--- config.mk ---
export PLATFORM = sky130hd
export DESIGN_NAME = sstd_front_flat
export DESIGN_NICKNAME = d
export VERILOG_FILES = /design/src/sv/sample_silence_trim_detector_defines.svh /design/src/sv/sstd_pkg.sv /design/src/sv/sstd_if.sv /design/src/sv/sstd_front.sv /design/src/flat_wrapper.sv
export SDC_FILE = /design/constraint.sdc
export NUM_CORES = 1
export LEC_CHECK = 0
export ABC_AREA = 1
export BUFFER_PORTS_ARGS = -buffer_cell sky130_fd_sc_hd__clkbuf_2
export CORE_MARGIN = 1
export CORE_UTILIZATION = 60
export CTS_BUF_LIST = sky130_fd_sc_hd__clkbuf_8
export DETAILED_ROUTE_END_ITERATION = 10
export HOLD_SLACK_MARGIN = 0.08
export PLACE_DENSITY = 0.79
export SYNTH_ARGS = -nofsm -noshare
export SYNTH_HDL_FRONTEND = slang
export SYNTH_SLANG_ARGS = --single-unit
--- constraint.sdc ---
create_clock -name clk -period 7.9 [get_ports clk]
set_clock_uncertainty 0.1 [all_clocks]
set_input_delay 0.79 -clock clk [delete_from_list [all_inputs] [get_ports clk]]
set_output_delay 0.79 -clock clk [all_outputs]
set_load 0.01 [all_outputs]
--- src/sv/sample_silence_trim_detector_defines.svh ---
// assertion macros for the silence trim detector
// used by the top level, no other dependencies
`ifndef SAMPLE_SILENCE_TRIM_DETECTOR_DEFINES_SVH
`define SAMPLE_SILENCE_TRIM_DETECTOR_DEFINES_SVH

`ifndef SYNTHESIS
// same-cycle implication
`define SSTD_ASSERT_IMP(label, clk, rst, ante, cons) \
  label: assert property (@(posedge clk) disable iff (rst) (ante) |-> (cons)) \
    else $error("sstd assertion failed");
// next-cycle implication
`define SSTD_ASSERT_NXT(label, clk, rst, ante, cons) \
  label: assert property (@(posedge clk) disable iff (rst) (ante) |=> (cons)) \
    else $error("sstd assertion failed");
`else
`define SSTD_ASSERT_IMP(label, clk, rst, ante, cons)
`define SSTD_ASSERT_NXT(label, clk, rst, ante, cons)
`endif

`endif

--- src/sv/sstd_pkg.sv ---
// shared constants, types and helpers for the silence trim detector
// no dependencies
package sstd_pkg;

  localparam int MAX_WINDOW  = 64;
  localparam int FRAME_BITS  = 24;
  localparam int SAMPLE_BITS = 16;
  localparam int ENERGY_BITS = 2 * SAMPLE_BITS;
  localparam int SUM_BITS    = 38;
  localparam int WLEN_BITS   = 7;
  localparam int HEAD_BITS   = 38;
  localparam int TAIL_BITS   = 32;
  localparam int MARGIN_BITS = 24;
  localparam int OUT_BITS    = 24;

  localparam int POS_BITS  = (MAX_WINDOW > 1) ? $clog2(MAX_WINDOW) : 1;
  localparam int WIN_BITS  = $clog2(MAX_WINDOW + 1);
  localparam int CALC_BITS = ((FRAME_BITS > MARGIN_BITS) ? FRAME_BITS : MARGIN_BITS) + 2;

  // last frame index the counter reaches before it saturates
  localparam logic [FRAME_BITS-1:0] FRAME_MAX_IDX = {{(FRAME_BITS-1){1'b1}}, 1'b0};

  localparam int QUEUE_DEPTH = 4;
  localparam int QPTR_BITS   = $clog2(QUEUE_DEPTH);

  localparam int CFG_INDEX_BITS = 3;
  localparam int CFG_DATA_BITS  = 38;

  // register indexes
  localparam logic [CFG_INDEX_BITS-1:0] REG_STEREO_MODE    = 3'd0;
  localparam logic [CFG_INDEX_BITS-1:0] REG_WINDOW_LENGTH  = 3'd1;
  localparam logic [CFG_INDEX_BITS-1:0] REG_HEAD_THRESHOLD = 3'd2;
  localparam logic [CFG_INDEX_BITS-1:0] REG_TAIL_THRESHOLD = 3'd3;
  localparam logic [CFG_INDEX_BITS-1:0] REG_TAIL_MARGIN    = 3'd4;

  typedef struct packed {
    logic                   stereo_mode;
    logic [WLEN_BITS-1:0]   window_length;
    logic [HEAD_BITS-1:0]   head_threshold;
    logic [TAIL_BITS-1:0]   tail_threshold;
    logic [MARGIN_BITS-1:0] margin_len;
  } cfg_t;

  // one classified frame between front and back
  typedef struct packed {
    logic [ENERGY_BITS-1:0] energy;
    logic                   loud;
    logic                   last;
  } qent_t;

  typedef struct packed {
    logic [QPTR_BITS:0] count;
  } qstat_t;

  typedef struct packed {
    logic fire_last;
    logic ring_any;
  } bstat_t;

  // window length as used: zero acts as one, clamp to the ring size
  function automatic logic [WIN_BITS-1:0] eff_window(input logic [WLEN_BITS-1:0] wl);
    logic [31:0]         wide;
    logic [WIN_BITS-1:0] res;
    wide = 32'(wl);
    if (wide == 32'd0) begin
      res = WIN_BITS'(1);
    end else if (wide > 32'(MAX_WINDOW)) begin
      res = WIN_BITS'(MAX_WINDOW);
    end else begin
      res = WIN_BITS'(wide);
    end
    return res;
  endfunction

endpackage

--- src/sv/sstd_if.sv ---
// stream interfaces for frames, trim results and register writes
// depends on sstd_pkg
interface sstd_in_if;
  import sstd_pkg::*;
  logic                          valid;
  logic                          ready;
  logic signed [SAMPLE_BITS-1:0] left_sample;
  logic signed [SAMPLE_BITS-1:0] right_sample;
  logic                          last_frame;
  modport source(output valid, left_sample, right_sample, last_frame, input ready);
  modport sink(input valid, left_sample, right_sample, last_frame, output ready);
endinterface


--- src/sv/sstd_front.sv ---
// front end: accepts frames, squares the samples, classifies loudness
// depends on sstd_pkg and sstd_if
module sstd_front (
  input  logic          clk,
  input  logic          rst,
  sstd_in_if.sink       samples,
  input  sstd_pkg::cfg_t cfg_regs,
  output logic          push_valid,
  input  logic          push_ready,
  output sstd_pkg::qent_t push_data
);
  import sstd_pkg::*;

  logic                          f_valid;
  logic                          f_last;
  logic [ENERGY_BITS-1:0]        sq_left;
  logic [ENERGY_BITS-1:0]        sq_right;
  logic signed [ENERGY_BITS-1:0] prod_left;
  logic signed [ENERGY_BITS-1:0] prod_right;
  logic [ENERGY_BITS-1:0]        energy;
  logic                          accept;

  assign prod_left  = samples.left_sample * samples.left_sample;
  assign prod_right = samples.right_sample * samples.right_sample;

  assign samples.ready = !f_valid || push_ready;
  assign accept        = samples.valid && samples.ready;

  // squares register
  always_ff @(posedge clk) begin
    if (rst) begin
      f_valid <= 1'b0;
    end else if (samples.ready) begin
      f_valid <= samples.valid;
    end
    if (accept) begin
      sq_left  <= $unsigned(prod_left);
      sq_right <= cfg_regs.stereo_mode ? $unsigned(prod_right) : '0;
      f_last   <= samples.last_frame;
    end
  end

  // frame energy and loudness toward the queue
  assign energy               = sq_left + sq_right;
  assign push_valid           = f_valid;
  assign push_data.energy     = energy;
  assign push_data.loud       = energy > cfg_regs.tail_threshold;
  assign push_data.last       = f_last;

endmodule

--- src/flat_wrapper.sv ---
// flat-port wrapper written by rule: the top's interface ports become plain ports
module sstd_front_flat import sstd_pkg::*;
  (clk, rst, cfg_regs, push_valid, push_ready, push_data, samples_valid, samples_left_sample, samples_right_sample, samples_last_frame, samples_ready);
  sstd_in_if samples_i ();
  input  logic clk;
  input  logic rst;
  input  sstd_pkg::cfg_t cfg_regs;
  output logic push_valid;
  input  logic push_ready;
  output sstd_pkg::qent_t push_data;
  input wire logic [$bits(samples_i.valid)-1:0] samples_valid;
  input wire logic [$bits(samples_i.left_sample)-1:0] samples_left_sample;
  input wire logic [$bits(samples_i.right_sample)-1:0] samples_right_sample;
  input wire logic [$bits(samples_i.last_frame)-1:0] samples_last_frame;
  output wire logic [$bits(samples_i.ready)-1:0] samples_ready;
  assign samples_i.valid = samples_valid;
  assign samples_i.left_sample = samples_left_sample;
  assign samples_i.right_sample = samples_right_sample;
  assign samples_i.last_frame = samples_last_frame;
  assign samples_ready = samples_i.ready;
  sstd_front u_core (.clk(clk), .rst(rst), .samples(samples_i), .cfg_regs(cfg_regs), .push_valid(push_valid), .push_ready(push_ready), .push_data(push_data));
endmodule
==> flow_summary_export.csv <==
group,metric,value,unit
global_routing,antenna_found_initial,0,
floorplan,start_util,0.6072,
logic_synthesis,synth-seq-area-share,0.07924,
routing,drc,0,
setup_path,critPathLaunchType,"input port",
finish,drive_gt1_frac,0.05022,
clock_tree,cts_tree,"done",
floorplan,ios,175,
global_routing,grt_max_degree,64,
logic_synthesis,syn_inst,3091,
floorplan,die_h,202.5,um
min_path,hp-class,"flop to flop",
setup_path,setup.worst_path.end_class,"flop",
timing,tightest_slew,0.8161,ns
floorplan,row_count,73,
routing,via_count,19130,
global_routing,grt_pass1_wl,96.82,mm
setup_path,crit_fanout,23,
logic_synthesis,synth.distinct_cells,44,
timing,final-hold-violation-count,0,
place,gp_congestion,0.9648,
setup_path,cp.arrival,6.43,ns
routing,ant_nets,0,
logic_synthesis,yosys_warnings,0,
floorplan,die_x,202.5,um
setup_path,critPathKind,"input port to flop",
place,place_area,0.02508,mm^2
routing,avgViaCountPerCell,5.210,
routing,drt-initial-drc-count,1120,
timing,slew_violations,0,
outcome,status,"finished clean",
finish,mostFrequentLayoutCells,"inv_1 (909), nand2_1 (686), fa_1 (471)",
clock_tree,cts.path.max_buffers,2,
logic_synthesis,syn_nets,3941,
finish,area_growth,4.937,%
finish,n_antenna_cell,0,
global_routing,grt_usage,0.2927,
timing,timing.setup.tns,0,ns
place,dp_hpwl,49.71,mm
floorplan,core_area,0.03973,mm^2
global_routing,grt_overflow,0,
clock_tree,clock_sinks,64,
timing,period_share,0.8117,
clock_tree,h-tree-depth,3,
finish,final_nets,3991,
logic_synthesis,synth_edf_count,63,
clock_tree,cts.repair.resized,0,
finish,final_common_cell,"inv_1",
timing,fin_crit,6.412,ns
finish,fin_util,0.6372,
routing,drtPass1Iterations,7,
setup_path,required,7.92,ns
logic_synthesis,ys.flop_type,"edfxtp_1",
floorplan,die_area,0.04102,mm^2
global_routing,first_global_vias,20980,
clock_tree,clk_latency,0.35,ns
clock_tree,numCtsBuffers,9,
clock_tree,root_buffer,"clkbuf_8",
job,maxCapViolations,0,
clock_tree,post-cts-setup-buffers,0,
timing,rsz0062_at_grt,"no",
clock_tree,path_clk_slew,0.08,ns
routing,wl,56.32,mm
logic_synthesis,yosys_register_bits,64,
logic_synthesis,syn_area,0.02413,mm^2
clock_tree,hold_buffers,0,
routing,wl_per_cell,15.34,um
finish,design_area,0.02532,mm^2
logic_synthesis,synth.avg_cell_area,7.806,um^2
place,io_buffers,105,
timing,slew_headroom,0.4559,
logic_synthesis,synthArstFlopShare,0,
timing,timing.fmax,156.0,MHz
timing,setup_violations,0,
## sequential cells by signal, summed over array words and instances, names as in the netlist
signal,count
u_core.sq_left,31
u_core.sq_right,31
u_core.push_valid,1
u_core.f_last,1
## worst max-delay path, stage by stage
cell,delay (ns)
clkbuf_2,0.40
nand2_1,0.11
inv_1,0.19
fa_1,0.56
fa_1,0.85
fa_1,0.53
fa_1,0.51
fa_1,0.49
inv_1,0.04
fa_1,0.47
inv_1,0.04
ha_1,0.38
nand2_2,0.11
nor2_1,0.15
inv_1,0.09
nor2_1,0.21
nand4_1,0.18
nand2_1,0.13
nand2_1,0.05
nand2_1,0.06
nor2_1,0.06
## logic make-up (layout without fill, tap and decap cells)
logic type | count (synthesis) | count (layout) | share of synthesized area
simple gates | 1060 | 1060 | 0.1800
buf+inv | 981 | 1036 | 0.1528
fa+ha+maj | 711 | 711 | 0.5153
compound gates | 210 | 210 | 0.04911
xor+xnor | 65 | 65 | 0.02360
flops | 64 | 64 | 0.07924
## final timing paths
path / startpoint / end / slack (ns) / cells after the start
max: samples_right_sample[15] / u_core.sq_right[23]$_SDFFCE_PN0P_ / 1.49 / 21
min: u_core.push_valid$_SDFFE_PP0N_ / u_core.push_valid$_SDFFE_PP0N_ / 0.45 / 2
max reg2reg: u_core.push_valid$_SDFFE_PP0N_ / u_core.sq_right[7]$_SDFFCE_PN0P_ / 6.25 / 2
min reg2reg: u_core.push_valid$_SDFFE_PP0N_ / u_core.push_valid$_SDFFE_PP0N_ / 0.45 / 2
## layer usage
metal  global-route usage  vias up  part of all wire
li1                     -     9172                 -
met1               0.3744     9322              0.42
met2               0.5366      542              0.52
met3              0.02183       89             0.042
met4              0.07277        0             0.020
met5                    0        -                 0
## through the flow
step	hold slack (ns)	worst slack [ns]	instances
after floorplan	0.4770	1.653	3091
after global placement	0.4150	1.287	3655
after detailed placement	0.4489	1.211	3655
after CTS	0.4591	1.581	3671
after global routing	0.4866	1.195	3671
final	0.4517	1.488	3671
## synthesized netlist by cell type (9+ instances only)
library cell | number | area (um^2)
inv_1 | 909 | 3412
clkbuf_1 | 63 | 236.5
nor2_1 | 184 | 690.7
nand2_2 | 11 | 68.82
a21oi_1 | 112 | 560.5
nand4_1 | 22 | 137.6
nor3_1 | 20 | 100.1
a21o_1 | 9 | 67.56
xnor2_1 | 13 | 113.9
xor2_1 | 52 | 455.4
o21bai_1 | 24 | 180.2
edfxtp_1 | 63 | 1892
o21ai_0 | 46 | 230.2
fa_1 | 471 | 9429
nand3_1 | 102 | 510.5
ha_1 | 240 | 3003
nand2_1 | 686 | 2575
nand3b_1 | 9 | 67.56
## final cells by class
cell class,count,area (um^2)
multi-input combinational,2046,18540
fill,3424,14410
inverter,913,3427
sequential,64,1912
tap,525,656.9
timing repair buffer,107,540.5
clock buffer,9,123.9
clock inverter,7,118.9
Power is not shown: default switching activity piles up to over one toggle a cycle in this logic, so the estimate is an artifact.
