$ cat src/sv/sample_silence_trim_detector_defines.svh
// assertion macros for the silence trim detector
// used by the top level, no other dependencies
`ifndef SAMPLE_SILENCE_TRIM_DETECTOR_DEFINES_SVH
`define SAMPLE_SILENCE_TRIM_DETECTOR_DEFINES_SVH

`ifndef SYNTHESIS
// same-cycle implication
`define SSTD_ASSERT_IMP(label, clk, rst, ante, cons) \
  label: assert property (@(posedge clk) disable iff (rst) (ante) |-> (cons)) \
    else $error("sstd assertion failed");
// next-cycle implication
`define SSTD_ASSERT_NXT(label, clk, rst, ante, cons) \
  label: assert property (@(posedge clk) disable iff (rst) (ante) |=> (cons)) \
    else $error("sstd assertion failed");
`else
`define SSTD_ASSERT_IMP(label, clk, rst, ante, cons)
`define SSTD_ASSERT_NXT(label, clk, rst, ante, cons)
`endif

`endif

$ cat src/sv/sstd_pkg.sv
// shared constants, types and helpers for the silence trim detector
// no dependencies
package sstd_pkg;

  localparam int MAX_WINDOW  = 64;
  localparam int FRAME_BITS  = 24;
  localparam int SAMPLE_BITS = 16;
  localparam int ENERGY_BITS = 2 * SAMPLE_BITS;
  localparam int SUM_BITS    = 38;
  localparam int WLEN_BITS   = 7;
  localparam int HEAD_BITS   = 38;
  localparam int TAIL_BITS   = 32;
  localparam int MARGIN_BITS = 24;
  localparam int OUT_BITS    = 24;

  localparam int POS_BITS  = (MAX_WINDOW > 1) ? $clog2(MAX_WINDOW) : 1;
  localparam int WIN_BITS  = $clog2(MAX_WINDOW + 1);
  localparam int CALC_BITS = ((FRAME_BITS > MARGIN_BITS) ? FRAME_BITS : MARGIN_BITS) + 2;

  // last frame index the counter reaches before it saturates
  localparam logic [FRAME_BITS-1:0] FRAME_MAX_IDX = {{(FRAME_BITS-1){1'b1}}, 1'b0};

  localparam int QUEUE_DEPTH = 4;
  localparam int QPTR_BITS   = $clog2(QUEUE_DEPTH);

  localparam int CFG_INDEX_BITS = 3;
  localparam int CFG_DATA_BITS  = 38;

  // register indexes
  localparam logic [CFG_INDEX_BITS-1:0] REG_STEREO_MODE    = 3'd0;
  localparam logic [CFG_INDEX_BITS-1:0] REG_WINDOW_LENGTH  = 3'd1;
  localparam logic [CFG_INDEX_BITS-1:0] REG_HEAD_THRESHOLD = 3'd2;
  localparam logic [CFG_INDEX_BITS-1:0] REG_TAIL_THRESHOLD = 3'd3;
  localparam logic [CFG_INDEX_BITS-1:0] REG_TAIL_MARGIN    = 3'd4;

  typedef struct packed {
    logic                   stereo_mode;
    logic [WLEN_BITS-1:0]   window_length;
    logic [HEAD_BITS-1:0]   head_threshold;
    logic [TAIL_BITS-1:0]   tail_threshold;
    logic [MARGIN_BITS-1:0] margin_len;
  } cfg_t;

  // one classified frame between front and back
  typedef struct packed {
    logic [ENERGY_BITS-1:0] energy;
    logic                   loud;
    logic                   last;
  } qent_t;

  typedef struct packed {
    logic [QPTR_BITS:0] count;
  } qstat_t;

  typedef struct packed {
    logic fire_last;
    logic ring_any;
  } bstat_t;

  // window length as used: zero acts as one, clamp to the ring size
  function automatic logic [WIN_BITS-1:0] eff_window(input logic [WLEN_BITS-1:0] wl);
    logic [31:0]         wide;
    logic [WIN_BITS-1:0] res;
    wide = 32'(wl);
    if (wide == 32'd0) begin
      res = WIN_BITS'(1);
    end else if (wide > 32'(MAX_WINDOW)) begin
      res = WIN_BITS'(MAX_WINDOW);
    end else begin
      res = WIN_BITS'(wide);
    end
    return res;
  endfunction

endpackage

$ cat src/sv/sstd_if.sv


interface sstd_out_if;
  import sstd_pkg::*;
  logic                valid;
  logic                ready;
  logic [OUT_BITS-1:0] trim_start;
  logic [OUT_BITS-1:0] trim_end;
  modport source(output valid, trim_start, trim_end, input ready);
  modport sink(input valid, trim_start, trim_end, output ready);
endinterface


$ cat src/sv/sstd_ram.sv
// generic single-write, single-read ram with registered read data
// no dependencies
module sstd_ram #(
  parameter int WIDTH = 32,
  parameter int DEPTH = 64
) (
  input  logic                                        clk,
  input  logic                                        wr_en,
  input  logic [((DEPTH > 1) ? $clog2(DEPTH) : 1)-1:0] wr_addr,
  input  logic [WIDTH-1:0]                            wr_data,
  input  logic                                        rd_en,
  input  logic [((DEPTH > 1) ? $clog2(DEPTH) : 1)-1:0] rd_addr,
  output logic [WIDTH-1:0]                            rd_data
);

  logic [WIDTH-1:0] mem [DEPTH];

  // read returns the old word on a same-address write
  always_ff @(posedge clk) begin
    if (rd_en) begin
      rd_data <= mem[rd_addr];
    end
    if (wr_en) begin
      mem[wr_addr] <= wr_data;
    end
  end

endmodule

$ cat src/sv/sstd_back.sv
// back end: energy ring, window sum, onset and tail tracking, trim result
// depends on sstd_pkg, sstd_if and sstd_ram
module sstd_back (
  input  logic             clk,
  input  logic             rst,
  input  logic             pop_valid,
  output logic             pop_ready,
  input  sstd_pkg::qent_t  pop_data,
  input  sstd_pkg::cfg_t   cfg_regs,
  sstd_out_if.source       trims,
  output sstd_pkg::bstat_t b_stat
);
  import sstd_pkg::*;

  logic [WIN_BITS-1:0] w_eff;

  // ring position and frame index, advanced as frames enter
  logic [POS_BITS-1:0]   ring_position;
  logic [FRAME_BITS-1:0] frame_counter;
  logic [POS_BITS-1:0]   pos_cur;
  logic [POS_BITS-1:0]   pos_inc;
  logic                  accept;

  // read stage
  logic                   s1_valid;
  logic [ENERGY_BITS-1:0] s1_energy;
  logic                   s1_loud;
  logic                   s1_last;
  logic [POS_BITS-1:0]    s1_pos;
  logic [FRAME_BITS-1:0]  s1_idx;
  logic                   s1_fwd;
  logic [ENERGY_BITS-1:0] s1_fwd_e;
  logic                   s1_free;
  logic [ENERGY_BITS-1:0] ram_rd;

  // update stage state
  logic [MAX_WINDOW-1:0]  ring_valid;
  logic [SUM_BITS-1:0]    window_sum;
  logic                   onset_found;
  logic [FRAME_BITS-1:0]  onset_frame;
  logic                   loud_seen;
  logic [FRAME_BITS-1:0]  last_loud_frame;
  logic [ENERGY_BITS-1:0] old_e;
  logic [SUM_BITS-1:0]    sum_next;
  logic                   onset_hit;
  logic                   s2_fire;
  logic [FRAME_BITS-1:0]  len_cur;

  // result stage
  logic                  r_valid;
  logic [FRAME_BITS-1:0] r_onset;
  logic                  r_loud_seen;
  logic [FRAME_BITS-1:0] r_loud;
  logic [FRAME_BITS-1:0] r_len;
  logic                  r_free;
  logic                  r_move;

  // output register
  logic                out_valid;
  logic [OUT_BITS-1:0] out_start;
  logic [OUT_BITS-1:0] out_end;
  logic                o_free;

  logic signed [CALC_BITS-1:0] len_s;
  logic signed [CALC_BITS-1:0] start_raw;
  logic signed [CALC_BITS-1:0] start_c;
  logic signed [CALC_BITS-1:0] loud_s;
  logic signed [CALC_BITS-1:0] keep_s;
  logic signed [CALC_BITS-1:0] end_raw;
  logic signed [CALC_BITS-1:0] end_c;

  assign w_eff = eff_window(cfg_regs.window_length);

  // handshake chain, back to front
  assign o_free    = !out_valid || trims.ready;
  assign r_move    = r_valid && o_free;
  assign r_free    = !r_valid || r_move;
  assign s2_fire   = s1_valid && (!s1_last || r_free);
  assign s1_free   = !s1_valid || s2_fire;
  assign pop_ready = s1_free;
  assign accept    = pop_valid && s1_free;

  // slot for this frame, wrapping when the window shrank
  always_comb begin
    pos_cur = (32'(ring_position) >= 32'(w_eff)) ? '0 : ring_position;
    pos_inc = (32'(pos_cur) + 32'd1 >= 32'(w_eff)) ? '0 : POS_BITS'(32'(pos_cur) + 32'd1);
  end

  always_ff @(posedge clk) begin
    if (rst) begin
      ring_position <= '0;
      frame_counter <= '0;
      s1_valid      <= 1'b0;
    end else begin
      if (s1_free) begin
        s1_valid <= pop_valid;
      end
      if (accept) begin
        if (pop_data.last) begin
          ring_position <= '0;
          frame_counter <= '0;
        end else begin
          ring_position <= pos_inc;
          if (frame_counter < FRAME_MAX_IDX) begin
            frame_counter <= frame_counter + 1'b1;
          end
        end
      end
    end
  end

  // read stage payload, bypass when the frame ahead writes the same slot
  always_ff @(posedge clk) begin
    if (accept) begin
      s1_energy <= pop_data.energy;
      s1_loud   <= pop_data.loud;
      s1_last   <= pop_data.last;
      s1_pos    <= pos_cur;
      s1_idx    <= frame_counter;
      s1_fwd    <= s2_fire && (s1_pos == pos_cur);
      s1_fwd_e  <= s1_energy;
    end
  end

  sstd_ram #(
    .WIDTH(ENERGY_BITS),
    .DEPTH(MAX_WINDOW)
  ) u_ring (
    .clk    (clk),
    .wr_en  (s2_fire),
    .wr_addr(s1_pos),
    .wr_data(s1_energy),
    .rd_en  (accept),
    .rd_addr(pos_cur),
    .rd_data(ram_rd)
  );

  // window sum update and onset test
  always_comb begin
    if (!ring_valid[s1_pos]) begin
      old_e = '0;
    end else if (s1_fwd) begin
      old_e = s1_fwd_e;
    end else begin
      old_e = ram_rd;
    end
    sum_next  = window_sum - SUM_BITS'(old_e) + SUM_BITS'(s1_energy);
    onset_hit = !onset_found && (sum_next > cfg_regs.head_threshold);
    len_cur   = s1_idx + 1'b1;
  end

  always_ff @(posedge clk) begin
    if (rst) begin
      ring_valid  <= '0;
      window_sum  <= '0;
      onset_found <= 1'b0;
      loud_seen   <= 1'b0;
    end else if (s2_fire) begin
      if (s1_last) begin
        ring_valid  <= '0;
        window_sum  <= '0;
        onset_found <= 1'b0;
        loud_seen   <= 1'b0;
      end else begin
        ring_valid[s1_pos] <= 1'b1;
        window_sum         <= sum_next;
        onset_found        <= onset_found || onset_hit;
        loud_seen          <= loud_seen || s1_loud;
      end
    end
  end

  always_ff @(posedge clk) begin
    if (s2_fire && onset_hit) begin
      onset_frame <= s1_idx;
    end
    if (s2_fire && s1_loud) begin
      last_loud_frame <= s1_idx;
    end
  end

  // result stage capture on the last frame
  always_ff @(posedge clk) begin
    if (rst) begin
      r_valid <= 1'b0;
    end else if (s2_fire && s1_last) begin
      r_valid <= 1'b1;
    end else if (r_move) begin
      r_valid <= 1'b0;
    end
  end

  always_ff @(posedge clk) begin
    if (s2_fire && s1_last) begin
      if (onset_found) begin
        r_onset <= onset_frame;
      end else if (onset_hit) begin
        r_onset <= s1_idx;
      end else begin
        r_onset <= len_cur;
      end
      r_loud_seen <= loud_seen || s1_loud;
      r_loud      <= s1_loud ? s1_idx : last_loud_frame;
      r_len       <= len_cur;
    end
  end

  // trim range from onset, last loud frame and tail margin
  always_comb begin
    len_s     = $signed(CALC_BITS'(r_len));
    start_raw = $signed(CALC_BITS'(r_onset)) - $signed(CALC_BITS'(w_eff));
    if (start_raw < 0) begin
      start_c = '0;
    end else if (start_raw > len_s - CALC_BITS'(1)) begin
      start_c = len_s - CALC_BITS'(1);
    end else begin
      start_c = start_raw;
    end
    loud_s  = r_loud_seen ? $signed(CALC_BITS'(r_loud)) : CALC_BITS'(-1);
    keep_s  = len_s - $signed(CALC_BITS'(cfg_regs.margin_len));
    end_raw = ((loud_s > keep_s) ? loud_s : keep_s) + CALC_BITS'(1);
    if (end_raw < 1) begin
      end_c = CALC_BITS'(1);
    end else if (end_raw > len_s) begin
      end_c = len_s;
    end else begin
      end_c = end_raw;
    end
    if (end_c <= start_c) begin
      end_c = len_s;
    end
  end

  // output register
  always_ff @(posedge clk) begin
    if (rst) begin
      out_valid <= 1'b0;
    end else if (o_free) begin
      out_valid <= r_valid;
    end
    if (r_move) begin
      out_start <= OUT_BITS'($unsigned(start_c));
      out_end   <= OUT_BITS'($unsigned(end_c));
    end
  end

  assign trims.valid      = out_valid;
  assign trims.trim_start = out_start;
  assign trims.trim_end   = out_end;

  assign b_stat.fire_last = s2_fire && s1_last;
  assign b_stat.ring_any  = |ring_valid;

endmodule

$ cat src/flat_wrapper.sv
// flat-port wrapper written by rule: the top's interface ports become plain ports
module sstd_back_flat import sstd_pkg::*;
  (clk, rst, pop_valid, pop_ready, pop_data, cfg_regs, b_stat, trims_valid, trims_trim_start, trims_trim_end, trims_ready);
  sstd_out_if trims_i ();
  input  logic clk;
  input  logic rst;
  input  logic pop_valid;
  output logic pop_ready;
  input  sstd_pkg::qent_t pop_data;
  input  sstd_pkg::cfg_t cfg_regs;
  output sstd_pkg::bstat_t b_stat;
  output wire logic [$bits(trims_i.valid)-1:0] trims_valid;
  output wire logic [$bits(trims_i.trim_start)-1:0] trims_trim_start;
  output wire logic [$bits(trims_i.trim_end)-1:0] trims_trim_end;
  input wire logic [$bits(trims_i.ready)-1:0] trims_ready;
  assign trims_valid = trims_i.valid;
  assign trims_trim_start = trims_i.trim_start;
  assign trims_trim_end = trims_i.trim_end;
  assign trims_i.ready = trims_ready;
  sstd_back u_core (.clk(clk), .rst(rst), .pop_valid(pop_valid), .pop_ready(pop_ready), .pop_data(pop_data), .cfg_regs(cfg_regs), .trims(trims_i), .b_stat(b_stat));
endmodule
$ cat config.mk
export PLATFORM = sky130hd
export DESIGN_NAME = sstd_back_flat
export DESIGN_NICKNAME = d
export VERILOG_FILES = /design/src/sv/sample_silence_trim_detector_defines.svh /design/src/sv/sstd_pkg.sv /design/src/sv/sstd_if.sv /design/src/sv/sstd_ram.sv /design/src/sv/sstd_back.sv /design/src/flat_wrapper.sv
export SDC_FILE = /design/constraint.sdc
export NUM_CORES = 2
export LEC_CHECK = 0
export ABC_AREA = 1
export BUFFER_PORTS_ARGS = -buffer_cell sky130_fd_sc_hd__buf_2
export CAP_MARGIN = 20
export CORE_UTILIZATION = 50
export CTS_BUF_LIST = sky130_fd_sc_hd__clkbuf_4 sky130_fd_sc_hd__clkbuf_8
export CTS_CLUSTER_SIZE = 25
export DETAILED_ROUTE_END_ITERATION = 10
export PLACE_DENSITY = 0.66
export SLEW_MARGIN = 20
export SYNTH_ARGS = -nofsm -noshare
export SYNTH_HDL_FRONTEND = slang
export SYNTH_SLANG_ARGS = --single-unit
$ cat constraint.sdc
create_clock -name clk -period 19.34 [get_ports clk]
set_clock_uncertainty 0.15 [all_clocks]
set_input_delay 1.934 -clock clk [delete_from_list [all_inputs] [get_ports clk]]
set_output_delay 1.934 -clock clk [all_outputs]
set_load 0.02 [all_outputs]
==> results.sh <==
export IMPL_drc=0
export IMPL_multi_input_area_mm2=0.0307
export IMPL_arrival_ps=13430
export IMPL_dieHeight_um=466
export IMPL_grt_max_degree=199
export IMPL_rows=169
export IMPL_place_gp_congestion=0.932
export IMPL_worstMarginPinSlew_ps=1120
export IMPL_cts_htree_levels=5
export IMPL_fmax_mhz=78.1
export IMPL_area_delta_synth_final_pct=11.0
export IMPL_peakVddDrop_v=0.0000878
export IMPL_syn_cell_area_mm2=0.108
export IMPL_period_share=0.662
export IMPL_fin_util=0.560
export IMPL_synth_avg_cell_area_um2=11.8
export IMPL_yosysTopAreaCellShare=0.655
export IMPL_finalHoldViolations=0
export IMPL_place_ws_ps=5600
export IMPL_powerDensity_mw_per_mm2=96.7
export IMPL_ys_top_cells_by_count="edfxtp_1 (2346), nor2_1 (1449), o21ai_0 (1111)"
export IMPL_rsz0062_at_grt="no"
export IMPL_slew_limit_headroom=0.244
export IMPL_crit_type="primary input to register"
export IMPL_numCtsBuffers=404
export IMPL_synth_largest_area_cell="edfxtp_1"
export IMPL_setup_viol=0
export IMPL_cts_hold_buf=0
export IMPL_first_global_vias=71400
export IMPL_fillers=17400
export IMPL_grt_overflow_total=0
export IMPL_fin_cells=12400
export IMPL_ys_ff_latch=2483
export IMPL_coreArea_mm2=0.213
export IMPL_cts_root_buf="clkbuf_8"
export IMPL_cap_violations=0
export IMPL_ff_latch_area_mm2=0.0732
export IMPL_track_usage=0.286
export IMPL_clock_path_buffers=4
export IMPL_synth_ff_type="edfxtp_1"
export IMPL_yosys_warnings=0
export IMPL_die_area_mm2=0.217
export IMPL_async_flop_share=0
export IMPL_drtIter0Drc=9151
export IMPL_yosysSeqAreaShare=0.681
export IMPL_vias=74800
export IMPL_place_inst=11700
export IMPL_hold_class="register to register"
export IMPL_cts_clk_slew_worst_paths_ps=60
export IMPL_grt_pass1_wl_um=458000
export IMPL_cpMostUsedCell="nand2_1"
export IMPL_start_util=0.505
export IMPL_maxSlewViolCount=0
export IMPL_clkLatencyLatePin_ps=1100
export IMPL_finalSetupTns_ps=0
export IMPL_cp_data_required_time_ps=19970
export IMPL_synth_edff_count=2346
export IMPL_synth_cell_type_count=62
export IMPL_avgRoutedWirePerCell_um=25.5
export IMPL_synth_most_common_cell="edfxtp_1"
export IMPL_via_per_inst=6.02
export IMPL_period_minus_slack_ps=12810
export IMPL_synth_top_cells_by_area="edfxtp_1 (66%), o21ai_0 (5.2%), nor2_1 (5.1%)"
export IMPL_drt_wl_total_um=317000
export IMPL_synthCells=9088
export IMPL_layout_drive_gt1_share=0.111
export IMPL_antenna_found_initial=20
export IMPL_layout_setup_ws_ps=6530
export IMPL_status="completed"
export IMPL_cts_setup_buffers=0
export IMPL_cp_max_fo=42
export IMPL_start_kind="primary input"
export IMPL_p_leak_nw=41.3
export IMPL_end_kind="register"
export IMPL_cts_resized=0
export IMPL_fp_dieW_um=466
export IMPL_clock_sinks=2483
export IMPL_cts_tree="done"
export IMPL_drt_first_pass_iters=8
export IMPL_post_dp_hpwl_um=180000
export IMPL_cpMaxStageDelayCell="o21ai_0"
export IMPL_io_buffers=158
export IMPL_max_stage_delay_ps=690
export IMPL_ant_nets=0
export IMPL_layout_nets=9687
export IMPL_io_pins=192
[worst paths after layout]
| kind | start | to | slack, ps | cells after the start |
|---|---|---|---|---|
| setup / recovery | cfg_regs[0] | u_core.trims.trim_end[6] | 6530 | 58 |
| hold / removal | u_core.frame_counter[17] | u_core.s1_idx[17] | 250 | 0 |
| setup reg to reg | u_core.r_len[0] | u_core.trims.trim_end[6] | 6720 | 58 |
| hold reg to reg | u_core.frame_counter[17] | u_core.s1_idx[17] | 250 | 0 |
[layout by cell type (no fill, tap or decap), drive strengths merged, types with 6 or more instances in the layout]
cell | synthesis | routed
edfxtp | 2346 | 2346
nor2 | 1465 | 1465
o21ai | 1120 | 1120
nand2 | 844 | 844
inv | 551 | 558
clkbuf | 475 | 552
nand3 | 360 | 360
buf | 52 | 320
o211ai | 292 | 292
o22ai | 268 | 268
o221ai | 264 | 264
a21oi | 230 | 230
ha | 225 | 225
clkinv | 7 | 148
dfxtp | 137 | 137
xor2 | 89 | 89
nand4 | 67 | 67
nor3 | 58 | 58
nor4 | 36 | 36
fa | 34 | 34
mux2i | 32 | 32
xnor2 | 23 | 23
a31oi | 19 | 19
a211oi | 10 | 10
o21a | 10 | 10
diode | 0 | 9
or2 | 9 | 9
nand3b | 8 | 8
a21boi | 7 | 7
and2 | 6 | 6
bufinv | 0 | 6
[layout make-up]
cell class	instances	area share
Sequential cell	2483	0.613
Multi-Input combinational cell	5521	0.258
Clock buffer	552	0.0566
Tap cell	2821	0.0296
Timing Repair Buffer	320	0.0179
Inverter	558	0.0178
Clock inverter	157	0.00704
Antenna cell	9	0.000189
[power by group]
| group | total [mW] | switching (mW) | internal (mW) |
|---|---|---|---|
| Sequential | 5.98 | 0.0316 | 5.95 |
| Clock | 4.34 | 2.01 | 2.33 |
| Combinational | 1.22 | 0.875 | 0.344 |
[flip-flops by register name, indices dropped and copies added, names as in the netlist, 32 cells and up]
register / count
u_core.u_ring.mem: 2048
u_core.ring_valid: 64
u_core.s1_energy: 32
u_core.window_sum: 38
u_core.u_ring.rd_data: 32
u_core.s1_fwd_e: 32
[kinds of logic (layout without fill, tap and decap cells)]
logic type / Yosys count / after routing / synth area share
flops: 2483 / 2483 / 0.681
fa+ha+maj: 259 / 259 / 0.0325
other cells: 1 / 11 / 0.0000349
mux: 32 / 32 / 0.00298
buf+inv: 1085 / 1587 / 0.0388
compound gates: 2260 / 2260 / 0.127
xor+xnor: 112 / 112 / 0.00912
simple gates: 2856 / 2856 / 0.109
[critical path: cells and delay by family]
family / cells / cell delay (ps)
buf+inv: 8 / 1170
simple gates: 33 / 6420
compound gates: 11 / 2520
fa+ha+maj: 6 / 1300
[layer usage]
metal | vias to the layer above | routed length, um | track usage
met2 | 3621 | 147000 | 0.453
met5 | - | 57 | 0
met4 | 10 | 14900 | 0.139
met1 | 36700 | 127000 | 0.384
li1 | 33800 | - | -
met3 | 677 | 28100 | 0.0474
[per-stage QoR]
step                      instance area, um^2  total power, mW  hold WS [ps]
after floorplan                        108000             6.89           258
final                                  119000             11.5           249
after global routing                   119000             11.9           270
after detailed placement               112000             7.29           275
after global placement                 112000             7.27           275
after CTS                              119000             11.6           247
(Power assumes the default switching activity.)
