<file path="config.mk">
export PLATFORM = sky130hd
export DESIGN_NAME = sstd_queue
export DESIGN_NICKNAME = d
export VERILOG_FILES = /design/src/sv/sample_silence_trim_detector_defines.svh /design/src/sv/sstd_pkg.sv /design/src/sv/sstd_queue.sv
export SDC_FILE = /design/constraint.sdc
export NUM_CORES = 1
export LEC_CHECK = 0
export BUFFER_PORTS_ARGS = -buffer_cell sky130_fd_sc_hd__buf_2
export CAP_MARGIN = 20
export CORE_MARGIN = 4
export CORE_UTILIZATION = 40
export CTS_CLUSTER_SIZE = 25
export DETAILED_ROUTE_END_ITERATION = 6
export SLEW_MARGIN = 30
export SYNTH_ARGS = -nofsm -noshare
export SYNTH_HDL_FRONTEND = slang
export SYNTH_SLANG_ARGS = --single-unit
</file>
<file path="constraint.sdc">
create_clock -name clk -period 6.5 [get_ports clk]
set_clock_uncertainty 0.2 [all_clocks]
set_input_delay 0.975 -clock clk [delete_from_list [all_inputs] [get_ports clk]]
set_output_delay 0.975 -clock clk [all_outputs]
set_load 0.02 [all_outputs]
</file>
<file path="src/sv/sample_silence_trim_detector_defines.svh">
// assertion macros for the silence trim detector
// used by the top level, no other dependencies
`ifndef SAMPLE_SILENCE_TRIM_DETECTOR_DEFINES_SVH
`define SAMPLE_SILENCE_TRIM_DETECTOR_DEFINES_SVH

`ifndef SYNTHESIS
// same-cycle implication
`define SSTD_ASSERT_IMP(label, clk, rst, ante, cons) \
  label: assert property (@(posedge clk) disable iff (rst) (ante) |-> (cons)) \
    else $error("sstd assertion failed");
// next-cycle implication
`define SSTD_ASSERT_NXT(label, clk, rst, ante, cons) \
  label: assert property (@(posedge clk) disable iff (rst) (ante) |=> (cons)) \
    else $error("sstd assertion failed");
`else
`define SSTD_ASSERT_IMP(label, clk, rst, ante, cons)
`define SSTD_ASSERT_NXT(label, clk, rst, ante, cons)
`endif

`endif

</file>
<file path="src/sv/sstd_pkg.sv">
// shared constants, types and helpers for the silence trim detector
// no dependencies
package sstd_pkg;

  localparam int MAX_WINDOW  = 64;
  localparam int FRAME_BITS  = 24;
  localparam int SAMPLE_BITS = 16;
  localparam int ENERGY_BITS = 2 * SAMPLE_BITS;
  localparam int SUM_BITS    = 38;
  localparam int WLEN_BITS   = 7;
  localparam int HEAD_BITS   = 38;
  localparam int TAIL_BITS   = 32;
  localparam int MARGIN_BITS = 24;
  localparam int OUT_BITS    = 24;

  localparam int POS_BITS  = (MAX_WINDOW > 1) ? $clog2(MAX_WINDOW) : 1;
  localparam int WIN_BITS  = $clog2(MAX_WINDOW + 1);
  localparam int CALC_BITS = ((FRAME_BITS > MARGIN_BITS) ? FRAME_BITS : MARGIN_BITS) + 2;

  // last frame index the counter reaches before it saturates
  localparam logic [FRAME_BITS-1:0] FRAME_MAX_IDX = {{(FRAME_BITS-1){1'b1}}, 1'b0};

  localparam int QUEUE_DEPTH = 4;
  localparam int QPTR_BITS   = $clog2(QUEUE_DEPTH);

  localparam int CFG_INDEX_BITS = 3;
  localparam int CFG_DATA_BITS  = 38;

  // register indexes
  localparam logic [CFG_INDEX_BITS-1:0] REG_STEREO_MODE    = 3'd0;
  localparam logic [CFG_INDEX_BITS-1:0] REG_WINDOW_LENGTH  = 3'd1;
  localparam logic [CFG_INDEX_BITS-1:0] REG_HEAD_THRESHOLD = 3'd2;
  localparam logic [CFG_INDEX_BITS-1:0] REG_TAIL_THRESHOLD = 3'd3;
  localparam logic [CFG_INDEX_BITS-1:0] REG_TAIL_MARGIN    = 3'd4;

  typedef struct packed {
    logic                   stereo_mode;
    logic [WLEN_BITS-1:0]   window_length;
    logic [HEAD_BITS-1:0]   head_threshold;
    logic [TAIL_BITS-1:0]   tail_threshold;
    logic [MARGIN_BITS-1:0] margin_len;
  } cfg_t;

  // one classified frame between front and back
  typedef struct packed {
    logic [ENERGY_BITS-1:0] energy;
    logic                   loud;
    logic                   last;
  } qent_t;

  typedef struct packed {
    logic [QPTR_BITS:0] count;
  } qstat_t;

  typedef struct packed {
    logic fire_last;
    logic ring_any;
  } bstat_t;

  // window length as used: zero acts as one, clamp to the ring size
  function automatic logic [WIN_BITS-1:0] eff_window(input logic [WLEN_BITS-1:0] wl);
    logic [31:0]         wide;
    logic [WIN_BITS-1:0] res;
    wide = 32'(wl);
    if (wide == 32'd0) begin
      res = WIN_BITS'(1);
    end else if (wide > 32'(MAX_WINDOW)) begin
      res = WIN_BITS'(MAX_WINDOW);
    end else begin
      res = WIN_BITS'(wide);
    end
    return res;
  endfunction

endpackage

</file>
<file path="src/sv/sstd_queue.sv">
// short fifo of classified frames between front and back
// depends on sstd_pkg
module sstd_queue (
  input  logic            clk,
  input  logic            rst,
  input  logic            push_valid,
  output logic            push_ready,
  input  sstd_pkg::qent_t push_data,
  output logic            pop_valid,
  input  logic            pop_ready,
  output sstd_pkg::qent_t pop_data,
  output sstd_pkg::qstat_t q_stat
);
  import sstd_pkg::*;

  qent_t              slots [QUEUE_DEPTH];
  logic [QPTR_BITS-1:0] wr_ptr;
  logic [QPTR_BITS-1:0] rd_ptr;
  logic [QPTR_BITS:0]   count;
  logic                 do_push;
  logic                 do_pop;

  assign push_ready = count != (QPTR_BITS + 1)'(QUEUE_DEPTH);
  assign pop_valid  = count != '0;
  assign do_push    = push_valid && push_ready;
  assign do_pop     = pop_valid && pop_ready;
  assign pop_data   = slots[rd_ptr];
  assign q_stat.count = count;

  // pointers and fill level
  always_ff @(posedge clk) begin
    if (rst) begin
      wr_ptr <= '0;
      rd_ptr <= '0;
      count  <= '0;
    end else begin
      if (do_push) begin
        wr_ptr <= wr_ptr + 1'b1;
      end
      if (do_pop) begin
        rd_ptr <= rd_ptr + 1'b1;
      end
      if (do_push && !do_pop) begin
        count <= count + 1'b1;
      end else if (do_pop && !do_push) begin
        count <= count - 1'b1;
      end
    end
  end

  // storage
  always_ff @(posedge clk) begin
    if (do_push) begin
      slots[wr_ptr] <= push_data;
    end
  end

endmodule

</file>
==> results of run 1 <==
## critical path: stages, from the launching register on
cell     delay (ps)
dfxtp_2         730
buf_4           450
mux4_1          610
buf_2           180
## final cells by class
class,instances,share of cell area [%]
Sequential cell,145,65.3
Multi-Input combinational cell,69,16.2
Clock buffer,25,7.43
Timing Repair Buffer,78,6.24
Tap cell,176,3.37
Clock inverter,7,1.32
Inverter,3,0.172
## Yosys cell counts, drive strengths merged
library cell / n
edfxtp: 136
or3: 2
a21boi: 1
o311ai: 1
nand2: 1
buf: 7
xor2: 4
clkbuf: 2
o31ai: 1
inv: 3
mux2: 1
o21ai: 1
mux4: 34
dfxtp: 9
ha: 5
mux2i: 2
fa: 1
nand2b: 2
nor2: 8
and2: 4
a21oi: 1
## stage by stage
step           hold WS [ps]  instances
2_1_floorplan           282        226
3_3_place_gp            301        470
3_5_place_dp            314        471
4_1_cts                 327        503
5_1_grt                 376        503
6_report                317        503
## cells by family (layout without fill, tap and decap cells)
kind of cell | Yosys count | in the layout | share of synthesized area, %
flip-flops | 145 | 145 | 78.7
multiplexers | 37 | 37 | 15.0
AND/OR/NAND/NOR | 17 | 17 | 1.55
buffers and inverters | 12 | 113 | 1.94
adder cells (fa/ha/maj) | 6 | 6 | 1.52
AO/OA/AOI/OAI | 5 | 5 | 0.692
XOR/XNOR | 4 | 4 | 0.646
## placed cells by master (no fill, tap or decap), types with 4 or more instances in the layout
master,Yosys,layout
buf_2,3,76
xor2_1,4,4
nor2_1,8,8
edfxtp_1,136,136
mux4_2,30,30
dfxtp_1,9,7
clkbuf_1,2,5
mux4_1,4,4
clkbuf_16,0,17
ha_1,5,5
## registers in the layout, indices dropped and copies added, names as in the netlist, named ones only
name / flops
q_stat: 3
wr_ptr: 2
rd_ptr: 2
slots: 136
## path summary, 6_finish.rpt
kind              from  slack [ps]           end
max               flop        2930  pop_data[29]
min          wr_ptr[1]         320     wr_ptr[1]
max reg2reg  q_stat[0]        3980     q_stat[2]
min reg2reg  wr_ptr[1]         320     wr_ptr[1]
## metal layers
metal / track usage [%] / routed length (um) / part of all wire [%] / vias up
li1: - / - / - / 1117
met1: 16.4 / 4100 / 44 / 1244
met2: 19.6 / 4580 / 49 / 60
met3: 4.63 / 428 / 4.6 / 15
met4: 6.38 / 155 / 1.7 / 2
met5: 0 / 12 / 0.13 / -
## power groups by stage
stage / combinational [W] / sequential, W / clock, W
floorplan: 0.000510 / 0.00119 / 0
finish: 0.000619 / 0.00121 / 0.000926
CTS: 0.000638 / 0.00122 / 0.000945
global placement: 0.000630 / 0.00124 / 0
detailed placement: 0.000637 / 0.00124 / 0
global route: 0.000670 / 0.00123 / 0.000994
==> impl_metrics.env, run 1 <==
export IMPL_grt_max_degree=35
export IMPL_clk_latency_ps=410
export IMPL_cts_tree="done"
export IMPL_grt_pass1_vias=2670
export IMPL_worst_path_max_fanout=18
export IMPL_cts_buffers=17
export IMPL_required_ps=5320
export IMPL_post_drt_wl_per_cell_um=18.4
export IMPL_gr_total_overflow=0
export IMPL_hold_depth=2
export IMPL_hpwl_mm=5.56
export IMPL_antenna_cells=0
export IMPL_die_w_um=124
export IMPL_globalplace_congestion=0.651
export IMPL_fin_util_pct=49.4
export IMPL_rsz0062_at_grt="false"
export IMPL_postCtsSetupRepairBufs=0
export IMPL_synth_seq_area_share_pct=78.7
export IMPL_cap_violations=0
export IMPL_grt_pass1_wl_mm=14.8
export IMPL_ctsHoldBuffers=0
export IMPL_fin_crit_ps=3570
export IMPL_peakVddDrop_v=0.000197
export IMPL_p_switching_w=0.000753
export IMPL_setup_viol=0
export IMPL_cts_root_buf="clkbuf_16"
export IMPL_avgSynthCellArea_um2=24.0
export IMPL_nets=358
export IMPL_synth_largest_area_cell="edfxtp_1"
export IMPL_pin_count=77
export IMPL_core_area_um2=13200
export IMPL_place_ws_ps=3260
export IMPL_min_path_type="flop to flop"
export IMPL_h_tree_depth=4
export IMPL_grtUsageTotal_pct=12.9
export IMPL_yosysWarnings=0
export IMPL_hold_violations=0
export IMPL_cts_clk_slew_worst_paths_ps=50
export IMPL_drc_errors=0
export IMPL_rows=42
export IMPL_placement_io_buffers=76
export IMPL_clockBufferDepth=2
export IMPL_dieArea_um2=15500
export IMPL_vias=2438
export IMPL_power_leakage_nw=2.25
export IMPL_placed_cell_area_um2=5960
export IMPL_synth_top_area_share_pct=75.3
export IMPL_fill_cells=1125
export IMPL_start_util_pct=40.9
export IMPL_antenna_found_initial=1
export IMPL_numClockSinks=145
export IMPL_crit_path_end_kind="output port"
export IMPL_syn_area_um2=5420
export IMPL_worstPathArrival_ps=2390
export IMPL_fmax_ghz=0.280
export IMPL_final_setup_tns_ps=0
export IMPL_regArea_um2=4270
export IMPL_crit_type="flop to output port"
export IMPL_wl_mm=9.28
export IMPL_synthCells=226
export IMPL_multiInputGateArea_um2=1060
export IMPL_relSlewSlack_pct=36.8
export IMPL_timing_final_ws_setup_ps=2930
export IMPL_power_w=0.00276
export IMPL_seqPwrFrac_pct=44.0
export IMPL_status="finished, final reports clean"
export IMPL_drtAntennaViolNets=0
export IMPL_ys_ff_latch=145
export IMPL_intPower_w=0.00201
export IMPL_fin_crit_sh_pct=54.9
export IMPL_powerDensity_nw_per_um2=422
export IMPL_yosys_cell_types_count=24
export IMPL_report_final_slew_viol_count=0
export IMPL_start_kind="flop"
export IMPL_fin_area_um2=6540
export IMPL_fp_dieH_um=124
export IMPL_syn_to_final_growth_pct=20.6
export IMPL_synthesis_nets=270
export IMPL_vias_per_cell=4.85
export IMPL_power_frac_comb_pct=22.4
export IMPL_cts_resized=0
export IMPL_first_pass_iters=4
export IMPL_pwr_share_clk_pct=33.6
export IMPL_drive_above_1_share_pct=43.4
export IMPL_tightest_slew_ps=948
export IMPL_rr_worst_depth=8
export IMPL_p_sw_share_pct=27.3
export IMPL_synth_area_leaders="edfxtp_1, mux4_2, dfxtp_1"
export IMPL_first_iter_violations=151
Power figures use the tool's default switching activity.
==> run 2, diff against run 1 <==
- clock period: 6.5 -> 3.46 ns (I/O delays scaled with it)
==> impl_metrics.env, run 2 (synthesis gave the netlist of run 1 again) <==
export IMPL_status="finished, final reports clean"
export IMPL_cts_root_buf="clkbuf_16"
export IMPL_cp_slowest_stage_delay_ps=600
export IMPL_ctsHoldBuffers=0
export IMPL_final_cell_mix="edfxtp_1, buf_2, mux4_2"
export IMPL_rsz0062_at_grt="false"
export IMPL_antenna_cells=0
export IMPL_grt_max_degree=35
export IMPL_die_w_um=124
export IMPL_timing_final_ws_setup_ps=650
export IMPL_report_final_slew_viol_count=0
export IMPL_whs_endpoint="slots[2][12]"
export IMPL_powerDensity_nw_per_um2=797
export IMPL_min_path_type="input pin to flop"
export IMPL_post_drt_wl_per_cell_um=19.1
export IMPL_grtUsageMet2_pct=21.6
export IMPL_drc_errors=0
export IMPL_drive_above_1_share_pct=44.3
export IMPL_final_setup_tns_ps=0
export IMPL_rr_worst_depth=8
export IMPL_gr_total_overflow=0
export IMPL_clockBufferDepth=2
export IMPL_hpwl_mm=6.15
export IMPL_fin_crit_sh_pct=81.2
export IMPL_drtAntennaViolNets=0
export IMPL_hold_violations=0
export IMPL_clk_latency_ps=410
export IMPL_cap_violations=0
export IMPL_relSlewSlack_pct=40.3
export IMPL_rows=42
export IMPL_required_ps=2740
export IMPL_top_register="slots"
export IMPL_power_leakage_nw=2.27
export IMPL_cts_buffers=17
export IMPL_tightest_slew_ps=895
export IMPL_crit_path_cell_trace="buf_4, mux4_1, buf_2"
export IMPL_worst_path_max_fanout=13
export IMPL_pin_count=77
export IMPL_r2r_slack_ps=990
export IMPL_placement_io_buffers=76
export IMPL_grt_pass1_wl_mm=15.3
export IMPL_syn_to_final_growth_pct=21.1
export IMPL_antenna_found_initial=1
export IMPL_final_common_cell="edfxtp_1"
export IMPL_timing_rr_start="q_stat[0]"
export IMPL_dieArea_um2=15500
export IMPL_cp_slowest_cell="mux4_1"
export IMPL_fin_crit_ps=2810
export IMPL_cts_clk_slew_worst_paths_ps=50
export IMPL_cts_tree="done"
export IMPL_core_area_um2=13200
export IMPL_largest_reg_flops=136
export IMPL_nets=363
export IMPL_cts_resized=0
export IMPL_crit_type="flop to output port"
export IMPL_hp_start="push_data[12]"
export IMPL_hold_depth=1
export IMPL_grtUsageTotal_pct=13.3
export IMPL_first_iter_violations=193
export IMPL_h_tree_depth=4
export IMPL_fp_dieH_um=124
export IMPL_r2r_end="q_stat[2]"
export IMPL_first_pass_iters=4
export IMPL_place_ws_ps=979
export IMPL_placed_cell_area_um2=5990
export IMPL_start_kind="flop"
export IMPL_fin_area_um2=6560
export IMPL_setup_viol=0
export IMPL_globalplace_congestion=0.691
export IMPL_crit_path_end_kind="output port"
export IMPL_vias=2474
export IMPL_postCtsSetupRepairBufs=0
export IMPL_fmax_ghz=0.356
export IMPL_grt_pass1_vias=2725
export IMPL_use_met1_pct=16.1
export IMPL_start_util_pct=40.9
export IMPL_use_met3_pct=5.23
export IMPL_vias_per_cell=4.87
export IMPL_grt_busiest_layer="met2"
export IMPL_wl_mm=9.68
export IMPL_worstPathArrival_ps=2090
export IMPL_numClockSinks=145
export IMPL_peakVddDrop_v=0.000430
==> run 2: changes by cell type in the layout (fill, tap and decap cells not counted), sizes merged <==
cell / delta
bufinv: +1
buf: +5
clkbuf: -6
clkinv: +4
clkinvlp: +1
==> run 2: metal layers <==
metal  up-vias  part of all wire [%]
li1       1130                     -
met2        56                    52
met1      1276                    42
met3        10                   4.7
met5         -                  0.14
met4         2                   1.2
==> run 2: layout make-up <==
type	instances	area, um^2
Fill cell	1133	6680
Sequential cell	145	4270
Multi-Input combinational cell	69	1060
Clock buffer	19	433
Timing Repair Buffer	83	433
Tap cell	176	220
Clock inverter	13	144
Inverter	3	11.3
==> run 2: worst max path at each step <==
stage                     startpoint            to  slack (ps)  depth (start not counted)
after floorplan            q_stat[0]   slots[0][0]        1060                          3
after global placement    push_valid     q_stat[2]        1030                          8
after detailed placement  push_valid     q_stat[2]         980                          8
after CTS                       flop  pop_data[30]         550                          3
after global routing            flop  pop_data[30]         470                          3
final                           flop  pop_data[30]         650                          3
==> run 2: through the flow <==
stage	hold slack [ps]	cells	utilization, %	total power [W]
floorplan	282	226	-	0.00319
global placement	301	476	45.2	0.00353
detailed placement	332	476	45.2	0.00355
CTS	104	508	49.6	0.00532
global route	105	508	49.6	0.00550
finish	128	508	49.6	0.00523
==> run 2: worst max-delay path, delay by kind of cell, from the launching register on <==
kind / cells / cell delay, ps
mux: 1 / 600
buf+inv: 2 / 530
flops: 1 / 550
==> run 2: power breakdown <==
group          internal, W  total (W)  switching, W
Clock              0.00112    0.00176      0.000640
Combinational     0.000534    0.00121      0.000681
Sequential         0.00214    0.00226      0.000122
==> run 3, diff against run 2 <==
- clock period: 3.46 -> 2.5 ns (I/O delays scaled with it)
==> impl_metrics.env, run 3 (synthesis gave the netlist of run 1 again) <==
export IMPL_cap_violations=0
export IMPL_vias=2574
export IMPL_fill_cells=1088
export IMPL_numClockSinks=145
export IMPL_pin_count=77
export IMPL_grt_busiest_layer="met2"
export IMPL_grtUsageTotal_pct=13.5
export IMPL_relSlewSlack_pct=65.3
export IMPL_wl_mm=9.59
export IMPL_rows=42
export IMPL_status="finished, final reports clean"
export IMPL_clk_latency_ps=410
export IMPL_core_area_um2=13200
export IMPL_required_ps=1920
export IMPL_dieArea_um2=15500
export IMPL_fp_dieH_um=124
export IMPL_cts_root_buf="clkbuf_16"
export IMPL_start_kind="flop"
export IMPL_hold_violations=0
export IMPL_fin_hold_ws_ps=65.7
export IMPL_grtUsageMet2_pct=22.6
export IMPL_grt_max_degree=26
export IMPL_placed_cell_area_um2=6090
export IMPL_worstPathArrival_ps=1800
export IMPL_final_cell_mix="edfxtp_1, buf_2, dlygate4sd3_1"
export IMPL_min_path_type="input pin to flop"
export IMPL_tightest_slew_ps=514
export IMPL_h_tree_depth=4
export IMPL_fin_area_um2=7050
export IMPL_cp_slowest_stage_delay_ps=590
export IMPL_nets=402
export IMPL_antenna_cells=0
export IMPL_globalplace_congestion=0.671
export IMPL_placement_io_buffers=76
export IMPL_setup_viol=0
export IMPL_drtAntennaViolNets=0
export IMPL_rsz0062_at_grt="false"
export IMPL_antenna_found_initial=0
export IMPL_cts_tree="done"
export IMPL_fin_crit_sh_pct=95.2
export IMPL_power_leakage_nw=2.47
export IMPL_grt_pass1_vias=2897
export IMPL_use_met1_pct=16.4
export IMPL_crit_type="flop to output port"
export IMPL_final_common_cell="edfxtp_1"
export IMPL_powerDensity_nw_per_um2=1060
export IMPL_start_util_pct=40.9
export IMPL_post_drt_wl_per_cell_um=17.5
export IMPL_vias_per_cell=4.71
export IMPL_largest_reg_flops=136
export IMPL_die_w_um=124
export IMPL_fin_crit_ps=2380
export IMPL_cts_clk_slew_worst_paths_ps=60
export IMPL_use_met3_pct=4.93
export IMPL_worst_path_max_fanout=17
export IMPL_peakVddDrop_v=0.000652
export IMPL_final_setup_tns_ps=0
export IMPL_top_register="slots"
export IMPL_report_final_slew_viol_count=0
export IMPL_regArea_um2=4270
export IMPL_gr_total_overflow=0
export IMPL_drive_above_1_share_pct=42.9
export IMPL_first_iter_violations=109
export IMPL_cp_slowest_cell="mux4_1"
export IMPL_multiInputGateArea_um2=1060
export IMPL_drc_errors=0
export IMPL_first_pass_iters=4
export IMPL_grt_pass1_wl_mm=15.9
export IMPL_syn_to_final_growth_pct=30.1
export IMPL_crit_path_cell_trace="buf_6, mux4_1, buf_2"
export IMPL_cts_buffers=17
export IMPL_fmax_ghz=0.420
export IMPL_clockBufferDepth=2
export IMPL_hpwl_mm=5.90
export IMPL_crit_path_end_kind="output port"
## run 3: cell types whose count changed in the layout (fill, tap and decap cells not counted), sizes merged
cell / previous run / this run
buf: 83 / 88
bufinv: 3 / 4
clkbuf: 19 / 17
clkinvlp: 2 / 3
clkinv: 8 / 6
inv: 3 / 5
dlygate4sd3: 0 / 34
## run 3: final cells by class
type	instances	area share, %
flip-flops and latches	145	60.5
multi-input cells	69	15.0
repair buffers	122	12.4
clock buffers	17	6.03
well taps	176	3.12
clock inverters	15	2.70
inverters	3	0.160
## run 3: path summary, 6_finish.rpt
kind	start	end	slack (ps)	cells after the start
worst max register to register	q_stat[0]	q_stat[2]	210	8
worst max-delay path	flop	pop_data[30]	120	3
worst min-delay path	rst	q_stat[0]	70	2
worst min register to register	wr_ptr[1]	wr_ptr[1]	340	2
## run 3: per-layer routing
metal  up-vias  routed length [um]  part of all wire [%]
li1       1208                   -                     -
met1      1296                4090                    43
met2        53                4930                    51
met3        17                 414                   4.3
met4         0                 156                   1.6
met5         -                   0                     0
## run 3: critical path, delay by kind of cell, from the launching register on
| family | cells | cell delay [ps] |
|---|---|---|
| multiplexers | 1 | 590 |
| flip-flops | 1 | 360 |
| buffers and inverters | 2 | 440 |
## run 3: metrics by stage
step / power [W] / utilization (%) / std cells / setup slack, ps
2_1_floorplan: 0.00442 / - / 226 / 104
3_3_place_gp: 0.00494 / 46.0 / 481 / 240
3_5_place_dp: 0.00496 / 46.0 / 481 / 155
4_1_cts: 0.00762 / 53.2 / 547 / 66.3
5_1_grt: 0.00787 / 53.3 / 547 / 20.4
6_report: 0.00749 / 53.3 / 547 / 120
## run 3: report_power, final
part,switching [W],leakage (nW),internal [W]
Sequential,0.000113,1.32,0.00295
Clock,0.000930,0.299,0.00166
Combinational,0.00101,0.851,0.000826
## run 3: repair_timing
action	CTS	global route
endpoints found under the hold margin	136	0
gates resized for setup	1	1
setup endpoints to repair	2	1
hold buffers	34	0
buffers inserted	0	0
